$ cat config.mk
export PLATFORM = sky130hd
export DESIGN_NAME = task_burst_penalty_tracker_unit_flat
export DESIGN_NICKNAME = d
export VERILOG_FILES = /design/src/hdl/tbpt_pkg.sv /design/src/hdl/tbpt_in_if.sv /design/src/hdl/tbpt_out_if.sv /design/src/hdl/tbpt_front.sv /design/src/hdl/tbpt_queue.sv /design/src/hdl/tbpt_back.sv /design/src/hdl/task_burst_penalty_tracker_unit.sv /design/src/flat_wrapper.sv
export SDC_FILE = /design/constraint.sdc
export NUM_CORES = 2
export LEC_CHECK = 0
export BUFFER_PORTS_ARGS = -buffer_cell sky130_fd_sc_hd__buf_4
export CELL_PAD_IN_SITES_DETAIL_PLACEMENT = 0
export CELL_PAD_IN_SITES_GLOBAL_PLACEMENT = 1
export CORE_MARGIN = 2
export CORE_UTILIZATION = 25
export DETAILED_ROUTE_END_ITERATION = 7
export GPL_TIMING_DRIVEN = 0
export PLACE_DENSITY_LB_ADDON = 0.1
export REMOVE_ABC_BUFFERS = 1
export SETUP_SLACK_MARGIN = 0.2
export SKIP_CTS_REPAIR_TIMING = 1
export SLEW_MARGIN = 20
export SYNTH_ARGS = -nofsm -noshare
export SYNTH_HDL_FRONTEND = slang
export SYNTH_HIERARCHICAL = 1
export SYNTH_SLANG_ARGS = --single-unit
$ cat constraint.sdc
create_clock -name clk_i -period 10.6 [get_ports clk_i]
set_clock_uncertainty 0.15 [all_clocks]
set_input_delay 0.53 -clock clk_i [delete_from_list [all_inputs] [get_ports clk_i]]
set_output_delay 0.53 -clock clk_i [all_outputs]
set_load 0.02 [all_outputs]
$ cat src/hdl/tbpt_pkg.sv
// ----------------------------------------------------------------------------
// tbpt_pkg
// Widths, codes and shared types of the task burst penalty tracker.
// ----------------------------------------------------------------------------
package tbpt_pkg;

  localparam int unsigned OpW      = 2;
  localparam int unsigned DeltaW   = 64;
  localparam int unsigned ScoreW   = 14;
  localparam int unsigned CfgIdxW  = 2;
  localparam int unsigned CfgDataW = 12;
  localparam int unsigned SmoothW  = 2;
  localparam int unsigned OffsetW  = 7;
  localparam int unsigned ScaleW   = 12;
  localparam int unsigned LeadW    = 7;
  localparam int unsigned FracW    = 8;
  localparam int unsigned LogW     = LeadW + FracW;
  localparam int unsigned ProdW    = LogW + ScaleW;
  localparam int unsigned ScaleShift = 10;

  localparam logic [OpW-1:0] OP_RUN     = 2'd0;
  localparam logic [OpW-1:0] OP_RESTART = 2'd1;
  localparam logic [OpW-1:0] OP_FORK    = 2'd2;

  localparam logic [CfgIdxW-1:0] CFG_ENABLE = 2'd0;
  localparam logic [CfgIdxW-1:0] CFG_SMOOTH = 2'd1;
  localparam logic [CfgIdxW-1:0] CFG_OFFSET = 2'd2;
  localparam logic [CfgIdxW-1:0] CFG_SCALE  = 2'd3;

  typedef enum logic [1:0] {
    KIND_NOP,
    KIND_RUN,
    KIND_RESTART,
    KIND_FORK
  } kind_e;

  typedef struct packed {
    logic               enable;
    logic [SmoothW-1:0] smooth;
    logic [OffsetW-1:0] offset;
    logic [ScaleW-1:0]  scale;
  } cfg_t;

  typedef struct packed {
    kind_e             kind;
    logic              kthread;
    logic [ScoreW-1:0] inherit;
  } tag_t;

  typedef struct packed {
    tag_t              tag;
    logic [DeltaW-1:0] delta;
  } cmd_t;

  typedef struct packed {
    logic push;
    cmd_t cmd;
  } push_t;

  typedef struct packed {
    logic valid;
    cmd_t cmd;
  } head_t;

endpackage

$ cat src/hdl/tbpt_in_if.sv
// ----------------------------------------------------------------------------
// tbpt_in_if
// Input channel: accounting events with valid/ready handshake.
// ----------------------------------------------------------------------------
interface tbpt_in_if;
  logic                         valid;
  logic                         ready;
  logic [tbpt_pkg::OpW-1:0]     op;
  logic [tbpt_pkg::DeltaW-1:0]  delta_ns;
  logic                         is_kernel_thread;
  logic [tbpt_pkg::ScoreW-1:0]  inherited_penalty;

  modport source (
    output valid, op, delta_ns, is_kernel_thread, inherited_penalty,
    input  ready
  );
  modport sink (
    input  valid, op, delta_ns, is_kernel_thread, inherited_penalty,
    output ready
  );
endinterface

$ cat src/hdl/tbpt_out_if.sv
// ----------------------------------------------------------------------------
// tbpt_out_if
// Output channel: penalties after each event, valid/ready handshake.
// ----------------------------------------------------------------------------
interface tbpt_out_if;
  logic                         valid;
  logic                         ready;
  logic [tbpt_pkg::ScoreW-1:0]  penalty;
  logic [tbpt_pkg::ScoreW-1:0]  current_penalty;
  logic [tbpt_pkg::ScoreW-1:0]  previous_penalty;

  modport source (
    output valid, penalty, current_penalty, previous_penalty,
    input  ready
  );
  modport sink (
    input  valid, penalty, current_penalty, previous_penalty,
    output ready
  );
endinterface

$ cat src/hdl/tbpt_front.sv
// ----------------------------------------------------------------------------
// tbpt_front
// Accepts events, decodes them into commands and saturates inherited penalty.
// ----------------------------------------------------------------------------
module tbpt_front #(
  parameter int unsigned MaxPenalty = 10239
) (
  tbpt_in_if.sink               in_i,
  input  tbpt_pkg::cfg_t        cfg_i,
  input  logic                  full_i,
  output tbpt_pkg::push_t       push_o
);

  localparam logic [tbpt_pkg::ScoreW-1:0] MaxPen = tbpt_pkg::ScoreW'(MaxPenalty);

  tbpt_pkg::kind_e               kind;
  logic [tbpt_pkg::ScoreW-1:0]   inherit_sat;

  always_comb begin
    kind = tbpt_pkg::KIND_NOP;
    if (cfg_i.enable) begin
      case (in_i.op)
        tbpt_pkg::OP_RUN:     kind = tbpt_pkg::KIND_RUN;
        tbpt_pkg::OP_RESTART: kind = tbpt_pkg::KIND_RESTART;
        tbpt_pkg::OP_FORK: begin
          if (!in_i.is_kernel_thread) kind = tbpt_pkg::KIND_FORK;
        end
        default:              kind = tbpt_pkg::KIND_NOP;
      endcase
    end
  end

  assign inherit_sat = (in_i.inherited_penalty > MaxPen) ? MaxPen : in_i.inherited_penalty;

  assign in_i.ready              = !full_i;
  assign push_o.push             = in_i.valid && !full_i;
  assign push_o.cmd.tag.kind     = kind;
  assign push_o.cmd.tag.kthread  = in_i.is_kernel_thread;
  assign push_o.cmd.tag.inherit  = inherit_sat;
  assign push_o.cmd.delta        = in_i.delta_ns;

endmodule

$ cat src/hdl/tbpt_queue.sv
// ----------------------------------------------------------------------------
// tbpt_queue
// Two-entry command queue between front and back.
// ----------------------------------------------------------------------------
module tbpt_queue (
  input  logic                  clk_i,
  input  logic                  rst_ni,
  input  tbpt_pkg::push_t       push_i,
  output logic                  full_o,
  input  logic                  pop_i,
  output tbpt_pkg::head_t       head_o
);

  localparam int unsigned Depth = 2;
  localparam int unsigned PtrW  = $clog2(Depth);
  localparam int unsigned CntW  = $clog2(Depth + 1);

  tbpt_pkg::cmd_t    mem_q [Depth];
  logic [PtrW-1:0]   wr_ptr_q, wr_ptr_d;
  logic [PtrW-1:0]   rd_ptr_q, rd_ptr_d;
  logic [CntW-1:0]   count_q, count_d;
  logic              do_push, do_pop;

  assign full_o  = (count_q == CntW'(Depth));
  assign do_push = push_i.push && !full_o;
  assign do_pop  = pop_i && (count_q != '0);

  assign head_o.valid = (count_q != '0);
  assign head_o.cmd   = mem_q[rd_ptr_q];

  always_comb begin
    wr_ptr_d = wr_ptr_q;
    rd_ptr_d = rd_ptr_q;
    count_d  = count_q;
    if (do_push) wr_ptr_d = wr_ptr_q + 1'b1;
    if (do_pop)  rd_ptr_d = rd_ptr_q + 1'b1;
    if (do_push && !do_pop) count_d = count_q + 1'b1;
    else if (!do_push && do_pop) count_d = count_q - 1'b1;
  end

  always_ff @(posedge clk_i or negedge rst_ni) begin
    if (!rst_ni) begin
      wr_ptr_q <= '0;
      rd_ptr_q <= '0;
      count_q  <= '0;
    end else begin
      wr_ptr_q <= wr_ptr_d;
      rd_ptr_q <= rd_ptr_d;
      count_q  <= count_d;
    end
  end

  always_ff @(posedge clk_i) begin
    if (do_push) mem_q[wr_ptr_q] <= push_i.cmd;
  end

  a_count_range: assert property (@(posedge clk_i) disable iff (!rst_ni)
    count_q <= CntW'(Depth))
    else $error("queue count beyond depth");

  a_ptr_agree: assert property (@(posedge clk_i) disable iff (!rst_ni)
    (count_q == '0 || count_q == CntW'(Depth)) |-> (wr_ptr_q == rd_ptr_q))
    else $error("queue pointers disagree with count");

endmodule

$ cat src/hdl/tbpt_back.sv
// ----------------------------------------------------------------------------
// tbpt_back
// Burst accounting pipeline: saturating add, log2, scaling, penalty update.
// ----------------------------------------------------------------------------
module tbpt_back #(
  parameter int unsigned MaxPenalty = 10239
) (
  input  logic                  clk_i,
  input  logic                  rst_ni,
  input  tbpt_pkg::cfg_t        cfg_i,
  input  tbpt_pkg::head_t       head_i,
  output logic                  pop_o,
  tbpt_out_if.source            out_o
);

  localparam int unsigned ScoreW = tbpt_pkg::ScoreW;
  localparam int unsigned DeltaW = tbpt_pkg::DeltaW;
  localparam int unsigned LeadW  = tbpt_pkg::LeadW;
  localparam int unsigned FracW  = tbpt_pkg::FracW;
  localparam int unsigned LogW   = tbpt_pkg::LogW;
  localparam int unsigned ProdW  = tbpt_pkg::ProdW;
  localparam int unsigned SclW   = ProdW - tbpt_pkg::ScaleShift;
  localparam logic [ScoreW-1:0] MaxPen   = ScoreW'(MaxPenalty);
  localparam logic [LeadW-1:0]  WordBits = LeadW'(DeltaW);

  function automatic logic [LeadW-1:0] lead_zeros(input logic [DeltaW-1:0] v);
    logic [2:0] grp;
    logic [2:0] pos;
    logic [7:0] sel;
    grp = '0;
    pos = '0;
    for (int i = 0; i < 8; i++) begin
      if (|v[i*8 +: 8]) grp = 3'(i);
    end
    sel = v[grp*8 +: 8];
    for (int j = 0; j < 8; j++) begin
      if (sel[j]) pos = 3'(j);
    end
    return {1'b0, ~grp, ~pos};
  endfunction

  logic adv;

  // stage 1: burst time
  logic                s1_valid_q;
  tbpt_pkg::tag_t      s1_tag_q;
  logic [DeltaW-1:0]   s1_burst_q;
  logic [DeltaW-1:0]   burst_q, burst_d;
  logic [DeltaW:0]     burst_sum;

  // stage 2: leading zeros
  logic                s2_valid_q;
  tbpt_pkg::tag_t      s2_tag_q;
  logic [DeltaW-1:0]   s2_val_q;
  logic                s2_zero_q;
  logic [LeadW-1:0]    s2_lead_q;

  // stage 3: log2 minus offset
  logic                s3_valid_q;
  tbpt_pkg::tag_t      s3_tag_q;
  logic [LogW-1:0]     s3_excess_q;
  logic [DeltaW-1:0]   s3_norm;
  logic [LogW-1:0]     s3_log;
  logic [LogW-1:0]     s3_tol;
  logic [LogW-1:0]     s3_excess_d;

  // stage 4: scale
  logic                s4_valid_q;
  tbpt_pkg::tag_t      s4_tag_q;
  logic [ProdW-1:0]    s4_prod_q;

  // update stage / output register
  logic                out_valid_q;
  logic [ScoreW-1:0]   curr_q, curr_d;
  logic [ScoreW-1:0]   prev_q, prev_d;
  logic [ScoreW-1:0]   eff_q, eff_d;
  logic [SclW-1:0]     scaled;
  logic [ScoreW-1:0]   score;
  logic [ScoreW-1:0]   blend;

  assign adv   = !out_valid_q || out_o.ready;
  assign pop_o = adv && head_i.valid;

  assign burst_sum = {1'b0, burst_q} + {1'b0, head_i.cmd.delta};

  always_comb begin
    burst_d = burst_q;
    case (head_i.cmd.tag.kind)
      tbpt_pkg::KIND_RUN:     burst_d = burst_sum[DeltaW] ? '1 : burst_sum[DeltaW-1:0];
      tbpt_pkg::KIND_RESTART: burst_d = '0;
      tbpt_pkg::KIND_FORK:    burst_d = '0;
      default:                burst_d = burst_q;
    endcase
  end

  always_ff @(posedge clk_i or negedge rst_ni) begin
    if (!rst_ni) begin
      burst_q <= '0;
    end else if (pop_o) begin
      burst_q <= burst_d;
    end
  end

  always_ff @(posedge clk_i or negedge rst_ni) begin
    if (!rst_ni) begin
      s1_valid_q  <= 1'b0;
      s2_valid_q  <= 1'b0;
      s3_valid_q  <= 1'b0;
      s4_valid_q  <= 1'b0;
      out_valid_q <= 1'b0;
    end else if (adv) begin
      s1_valid_q  <= head_i.valid;
      s2_valid_q  <= s1_valid_q;
      s3_valid_q  <= s2_valid_q;
      s4_valid_q  <= s3_valid_q;
      out_valid_q <= s4_valid_q;
    end
  end

  assign s3_norm     = s2_val_q << s2_lead_q[LeadW-2:0];
  assign s3_log      = s2_zero_q ? '0 :
                       {WordBits - s2_lead_q, s3_norm[DeltaW-2 -: FracW]};
  assign s3_tol      = {cfg_i.offset, {FracW{1'b0}}};
  assign s3_excess_d = (s3_log > s3_tol) ? (s3_log - s3_tol) : '0;

  always_ff @(posedge clk_i) begin
    if (adv) begin
      s1_tag_q    <= head_i.cmd.tag;
      s1_burst_q  <= burst_d;
      s2_tag_q    <= s1_tag_q;
      s2_val_q    <= s1_burst_q;
      s2_zero_q   <= (s1_burst_q == '0);
      s2_lead_q   <= lead_zeros(s1_burst_q);
      s3_tag_q    <= s2_tag_q;
      s3_excess_q <= s3_excess_d;
      s4_tag_q    <= s3_tag_q;
      s4_prod_q   <= ProdW'(s3_excess_q) * ProdW'(cfg_i.scale);
    end
  end

  assign scaled = s4_prod_q[ProdW-1:tbpt_pkg::ScaleShift];
  assign score  = (scaled > SclW'(MaxPen)) ? MaxPen : scaled[ScoreW-1:0];
  assign blend  = prev_q + ((curr_q - prev_q) >> cfg_i.smooth);

  always_comb begin
    curr_d = curr_q;
    prev_d = prev_q;
    eff_d  = eff_q;
    case (s4_tag_q.kind)
      tbpt_pkg::KIND_RUN: begin
        curr_d = score;
        if (score > prev_q) eff_d = s4_tag_q.kthread ? '0 : score;
      end
      tbpt_pkg::KIND_RESTART: begin
        prev_d = (curr_q >= prev_q) ? blend : curr_q;
        curr_d = '0;
        eff_d  = s4_tag_q.kthread ? '0 : prev_d;
      end
      tbpt_pkg::KIND_FORK: begin
        prev_d = (prev_q < s4_tag_q.inherit) ? s4_tag_q.inherit : prev_q;
        curr_d = '0;
        eff_d  = prev_d;
      end
      default: begin
        curr_d = curr_q;
      end
    endcase
  end

  always_ff @(posedge clk_i or negedge rst_ni) begin
    if (!rst_ni) begin
      curr_q <= '0;
      prev_q <= '0;
      eff_q  <= '0;
    end else if (adv && s4_valid_q) begin
      curr_q <= curr_d;
      prev_q <= prev_d;
      eff_q  <= eff_d;
    end
  end

  assign out_o.valid            = out_valid_q;
  assign out_o.penalty          = eff_q;
  assign out_o.current_penalty  = curr_q;
  assign out_o.previous_penalty = prev_q;

  a_score_limit: assert property (@(posedge clk_i) disable iff (!rst_ni)
    (curr_q <= MaxPen) && (prev_q <= MaxPen) && (eff_q <= MaxPen))
    else $error("penalty above limit");

  a_restart_clears: assert property (@(posedge clk_i) disable iff (!rst_ni)
    (adv && s4_valid_q && s4_tag_q.kind == tbpt_pkg::KIND_RESTART) |=> (curr_q == '0))
    else $error("current penalty not cleared on restart");

  a_burst_clears: assert property (@(posedge clk_i) disable iff (!rst_ni)
    (pop_o && (head_i.cmd.tag.kind == tbpt_pkg::KIND_RESTART ||
               head_i.cmd.tag.kind == tbpt_pkg::KIND_FORK)) |=> (burst_q == '0))
    else $error("burst time not cleared");

endmodule

$ cat src/hdl/task_burst_penalty_tracker_unit.sv
// ----------------------------------------------------------------------------
// task_burst_penalty_tracker_unit
// Top level: configuration registers, front decoder, queue and back pipeline.
// ----------------------------------------------------------------------------
// Takes one accounting event per cycle while the output side is not stalled
// and returns one result per event, in order. A result passes one queue stage,
// then the burst add, the leading-zero count, the normalise and offset step,
// the multiply, and the penalty update that also forms the output register.
// The two-entry queue keeps the input taking up to two transfers while a
// result waits. Configuration writes are taken at any time but should only be
// made when no event is in flight.
module task_burst_penalty_tracker_unit #(
  parameter int unsigned MaxPenalty = 10239
) (
  input  logic                              clk_i,
  input  logic                              rst_ni,
  tbpt_in_if.sink                           in_i,
  tbpt_out_if.source                        out_o,
  input  logic                              cfg_we_i,
  input  logic [tbpt_pkg::CfgIdxW-1:0]      cfg_idx_i,
  input  logic [tbpt_pkg::CfgDataW-1:0]     cfg_wdata_i
);

  tbpt_pkg::cfg_t  cfg_q, cfg_d;
  tbpt_pkg::push_t push;
  tbpt_pkg::head_t head;
  logic            full;
  logic            pop;

  always_comb begin
    cfg_d = cfg_q;
    if (cfg_we_i) begin
      case (cfg_idx_i)
        tbpt_pkg::CFG_ENABLE: cfg_d.enable = cfg_wdata_i[0];
        tbpt_pkg::CFG_SMOOTH: cfg_d.smooth = cfg_wdata_i[tbpt_pkg::SmoothW-1:0];
        tbpt_pkg::CFG_OFFSET: cfg_d.offset = cfg_wdata_i[tbpt_pkg::OffsetW-1:0];
        tbpt_pkg::CFG_SCALE:  cfg_d.scale  = cfg_wdata_i[tbpt_pkg::ScaleW-1:0];
        default:              cfg_d = cfg_q;
      endcase
    end
  end

  always_ff @(posedge clk_i or negedge rst_ni) begin
    if (!rst_ni) begin
      cfg_q.enable <= 1'b1;
      cfg_q.smooth <= tbpt_pkg::SmoothW'(1);
      cfg_q.offset <= tbpt_pkg::OffsetW'(24);
      cfg_q.scale  <= tbpt_pkg::ScaleW'(1280);
    end else begin
      cfg_q <= cfg_d;
    end
  end

  tbpt_front #(
    .MaxPenalty (MaxPenalty)
  ) u_front (
    .in_i   (in_i),
    .cfg_i  (cfg_q),
    .full_i (full),
    .push_o (push)
  );

  tbpt_queue u_queue (
    .clk_i  (clk_i),
    .rst_ni (rst_ni),
    .push_i (push),
    .full_o (full),
    .pop_i  (pop),
    .head_o (head)
  );

  tbpt_back #(
    .MaxPenalty (MaxPenalty)
  ) u_back (
    .clk_i  (clk_i),
    .rst_ni (rst_ni),
    .cfg_i  (cfg_q),
    .head_i (head),
    .pop_o  (pop),
    .out_o  (out_o)
  );

endmodule
$ cat src/flat_wrapper.sv
// flat-port wrapper written by rule: the top's interface ports become plain ports
module task_burst_penalty_tracker_unit_flat 
#(
  parameter int unsigned MaxPenalty = 10239
)
  (clk_i, rst_ni, cfg_we_i, cfg_idx_i, cfg_wdata_i, in_i_valid, in_i_op, in_i_delta_ns, in_i_is_kernel_thread, in_i_inherited_penalty, in_i_ready, out_o_valid, out_o_penalty, out_o_current_penalty, out_o_previous_penalty, out_o_ready);
  tbpt_in_if in_i_i ();
  tbpt_out_if out_o_i ();
  input  logic clk_i;
  input  logic rst_ni;
  input  logic cfg_we_i;
  input  logic [tbpt_pkg::CfgIdxW-1:0] cfg_idx_i;
  input  logic [tbpt_pkg::CfgDataW-1:0] cfg_wdata_i;
  input wire logic [$bits(in_i_i.valid)-1:0] in_i_valid;
  input wire logic [$bits(in_i_i.op)-1:0] in_i_op;
  input wire logic [$bits(in_i_i.delta_ns)-1:0] in_i_delta_ns;
  input wire logic [$bits(in_i_i.is_kernel_thread)-1:0] in_i_is_kernel_thread;
  input wire logic [$bits(in_i_i.inherited_penalty)-1:0] in_i_inherited_penalty;
  output wire logic [$bits(in_i_i.ready)-1:0] in_i_ready;
  output wire logic [$bits(out_o_i.valid)-1:0] out_o_valid;
  output wire logic [$bits(out_o_i.penalty)-1:0] out_o_penalty;
  output wire logic [$bits(out_o_i.current_penalty)-1:0] out_o_current_penalty;
  output wire logic [$bits(out_o_i.previous_penalty)-1:0] out_o_previous_penalty;
  input wire logic [$bits(out_o_i.ready)-1:0] out_o_ready;
  assign in_i_i.valid = in_i_valid;
  assign in_i_i.op = in_i_op;
  assign in_i_i.delta_ns = in_i_delta_ns;
  assign in_i_i.is_kernel_thread = in_i_is_kernel_thread;
  assign in_i_i.inherited_penalty = in_i_inherited_penalty;
  assign in_i_ready = in_i_i.ready;
  assign out_o_valid = out_o_i.valid;
  assign out_o_penalty = out_o_i.penalty;
  assign out_o_current_penalty = out_o_i.current_penalty;
  assign out_o_previous_penalty = out_o_i.previous_penalty;
  assign out_o_i.ready = out_o_ready;
  task_burst_penalty_tracker_unit #(.MaxPenalty(MaxPenalty)) u_core (.clk_i(clk_i), .rst_ni(rst_ni), .in_i(in_i_i), .out_o(out_o_i), .cfg_we_i(cfg_we_i), .cfg_idx_i(cfg_idx_i), .cfg_wdata_i(cfg_wdata_i));
endmodule
==> results.tsv <==
stage	metric	value	unit
flow_run	cap_violations	0	
sta	worstMarginPinSlew	1.10	ns
logic_synthesis	netlist_area	0.0356	mm²
placement	port_buffers	143	
outcome	outcome	finished clean	
finish	final_layout_size_suffix_gt1_share	15.0	%
clock_tree	clockRootBuffer	clkbuf_16	
floorplan	die_y	381	µm
worst_setup_path	criticalPathCategory	reg2reg	
logic_synthesis	synth_top_family_by_area	adder cells	
worst_setup_path	cp-end-kind	flip-flop	
routing	drc	0	
grt	grtUsageTotal	14.1	%
grt	grt_use_met1	18.6	%
grt	antenna_found_initial	1	
placement	dp_hpwl	78700	µm
worst_setup_path	required	10.84	ns
routing	viasPerCell	4.65	
clock_tree	cts-buffers-inserted	69	
clock_tree	path_clk_slew	0.06	ns
grt	grt_overflow	0	
routing	avgRoutedWirePerCell	19.5	µm
min_path	min_path_type	in2reg	
clock_tree	htree_levels	3	
finish	nets	3775	
grt	grt_use_met2	23.9	%
logic_synthesis	synthCells	3262	
sta	drv_slew	0	
routing	drt_wl_total	103000	µm
logic_synthesis	synth-main-ff-cell	edfxtp_1	
routing	drt_iter0_drc	1371	
routing	num_vias	24600	
logic_synthesis	avgSynthCellArea	10.9	µm²
worst_setup_path	cp-start-kind	flip-flop	
logic_synthesis	yosys_warnings	6	
logic_synthesis	synth_compound_area_share	11.6	%
floorplan	io_pins	144	
placement	place_area	0.0384	mm²
routing	ant_nets	0	
floorplan	die_x	381	µm
logic_synthesis	synth-async-reset-ratio	25.7	%
floorplan	dieArea	0.145	mm²
sta	fin_crit_sh	66.0	%
logic_synthesis	synth_seq_cells	533	
floorplan	rows	138	
logic_synthesis	yosysUniqueCellTypes	87	
worst_setup_path	cp_max_fo	16	
logic_synthesis	yosys.area_share.simple	11.7	%
logic_synthesis	synth-seq-area-share	43.1	%
floorplan	start_util	25.2	%
clock_tree	cts_tree	done	
worst_setup_path	arrival	7.23	ns
finish	num_antenna_cells	0	
sta	finalCriticalPeriod	6.99	ns
sta	rsz0062_at_grt	no	
logic_synthesis	muxShareOfSynthArea	10.6	%
finish	fin_area	0.0415	mm²
grt	top_usage_layer	met2	
sta	setup_viol	0	
routing	drt-pass1-iter-count	7	
finish	area_growth	16.5	%
logic_synthesis	synthAdderAreaFrac	14.1	%
clock_tree	cts.sinks	533	
placement	place.gp.congestion	0.840	
sta	max_freq	143	MHz
logic_synthesis	synth_xor_area_share	2.56	%
sta	final_hold_viol_count	0	
grt	grt_first_pass_wirelength	158000	µm
clock_tree	cts_buffer_depth	3	
floorplan	design.core.area	0.141	mm²
grt	grt_max_degree	127	
sta	relSlewSlack	26.4	%
logic_synthesis	synth_edf_count	396	
grt	grt_pass1_vias	25300	
grt	grtUsageMet3	1.65	%
clock_tree	insertion_delay	0.64	ns
area by class of cell:
type / instances / area, µm²
well taps: 1890 / 2360
flip-flops and latches: 533 / 15300
clock buffers: 89 / 1890
fillers: 14600 / 100000
repair buffers: 250 / 2450
clock inverters: 38 / 414
inverters: 253 / 952
multi-input cells: 2247 / 18100
cell usage after synthesis, drive strengths merged, types with 7 or more instances:
master | n | area [µm²]
mux2 | 141 | 1920
nand3 | 24 | 125
and3 | 11 | 68.8
fa | 133 | 2660
mux4 | 51 | 1150
nand2 | 346 | 1300
o21bai | 16 | 120
or2 | 8 | 50.1
o21a | 23 | 173
and2 | 69 | 432
a2111oi | 9 | 91.3
nand2b | 29 | 181
a211oi | 77 | 578
nand4 | 35 | 219
o22ai | 12 | 75.1
nor2b | 25 | 156
a311oi | 13 | 114
o211ai | 18 | 140
edfxtp | 396 | 11900
a31oi | 17 | 106
nor2 | 279 | 1050
xnor2 | 76 | 666
o31ai | 11 | 82.6
or3 | 7 | 43.8
mux2i | 69 | 691
nor3 | 41 | 205
o221ai | 10 | 87.6
inv | 253 | 952
ha | 188 | 2350
o31a | 7 | 61.3
clkbuf | 129 | 484
xor2 | 28 | 245
a21oi | 167 | 836
o21ai | 157 | 786
nor4 | 23 | 159
dfrtp | 131 | 3280
a21o | 47 | 353
buf | 100 | 823
or4 | 7 | 52.6
metal layers:
layer  vias to the layer above  routed length (µm)
li1                      11800                   -
met1                     12300               47900
met2                       392               49900
met3                       128                2910
met4                         0                2460
met5                         -                   0
kinds of logic (layout without fill, tap and decap cells):
group | Yosys count | count (layout)
flops | 533 | 533
xor+xnor | 104 | 104
mux | 261 | 261
buf+inv | 482 | 630
compound gates | 643 | 643
simple gates | 918 | 918
fa+ha+maj | 321 | 321
registers in the layout, indices dropped and copies added, names as in the netlist, 14 cells and up:
register / cells
u_core/cfg_q: 22
u_core/u_back/s2_tag_q: 17
u_core/u_back/out_o.previous_penalty: 14
u_core/u_back/s1_burst_q: 64
u_core/u_queue/mem_q: 162
u_core/u_back/out_o.current_penalty: 14
u_core/u_back/out_o.penalty: 14
u_core/u_back/s3_tag_q: 17
u_core/u_back/s4_prod_q: 17
u_core/u_back/s2_val_q: 63
u_core/u_back/s4_tag_q: 17
u_core/u_back/s3_excess_q: 15
u_core/u_back/s1_tag_q: 17
u_core/u_back/burst_q: 64
metrics by stage:
stage / util (%) / hold WS [ns] / setup WS (ns) / std cells / TNS (ns)
2_1_floorplan: - / 0.0844 / 0.728 / 3033 / 0
3_3_place_gp: 26.7 / 0.251 / -5.88 / 5066 / -478.23
3_5_place_dp: 27.1 / 0.255 / 3.47 / 5095 / 0
4_1_cts: 28.7 / -0.328 / 3.48 / 5222 / 0
5_1_grt: 29.3 / 0.0238 / 3.09 / 5300 / 0
6_report: 29.3 / 0.0391 / 3.61 / 5300 / 0
worst paths after layout:
check | startpoint | end | slack (ns) | cells past startpoint
min in group asynchronous | rst_ni | u_core/u_back/out_o.current_penalty[7]$_DFFE_PN0P_ | 0.32 | 2
max in group asynchronous | rst_ni | u_core/u_back/burst_q[21]$_DFFE_PN0P_ | 9.08 | 3
max | u_core/cfg_q[7]$_DFFE_PN0P_ | u_core/u_back/s4_prod_q[25]$_DFFE_PN_ | 3.61 | 21
max reg2reg | u_core/cfg_q[7]$_DFFE_PN0P_ | u_core/u_back/s4_prod_q[25]$_DFFE_PN_ | 3.61 | 21
min reg2reg | u_core/u_back/s3_tag_q[2]$_DFFE_PN_ | u_core/u_back/s4_tag_q[2]$_DFFE_PN_ | 0.26 | 0
min | in_i_inherited_penalty[9] | u_core/u_queue/mem_q[0][73]$_DFFE_PP_ | 0.04 | 2
cell usage in the layout, fill, tap and decap left out, types with 41 or more instances in the layout:
| master | count |
|---|---|
| edfxtp_1 | 396 |
| nand2_1 | 344 |
| nor2_1 | 278 |
| inv_1 | 249 |
| ha_1 | 188 |
| a21oi_1 | 164 |
| o21ai_0 | 150 |
| buf_4 | 143 |
| fa_1 | 133 |
| dfrtp_1 | 130 |
| mux2_4 | 88 |
| dlygate4sd3_1 | 77 |
| a211oi_1 | 77 |
| xnor2_1 | 76 |
| clkbuf_16 | 72 |
| mux2i_1 | 69 |
| and2_1 | 68 |
| mux2_2 | 51 |
| mux4_2 | 51 |
| a21o_1 | 47 |
| nor3_1 | 41 |
critical path, stage by stage (launching register included):
cell and delay [ns]:
dfrtp_1 0.64, and2_1 0.29, fa_1 0.50, inv_1 0.05, fa_1 0.48, inv_1 0.06
fa_1 0.50, fa_1 0.54, inv_1 0.06, fa_1 0.56, inv_1 0.05, ha_1 0.33
nand2_1 0.08, a211oi_1 0.17, a31oi_1 0.29, o32ai_1 0.69, nor4_1 0.10, nor4b_1 0.53
o21a_1 0.21, o21a_1 0.20, o22ai_1 0.12, xnor2_1 0.13
Power is not shown: default switching activity piles up to over one toggle a cycle in this logic, so the estimate is an artifact.
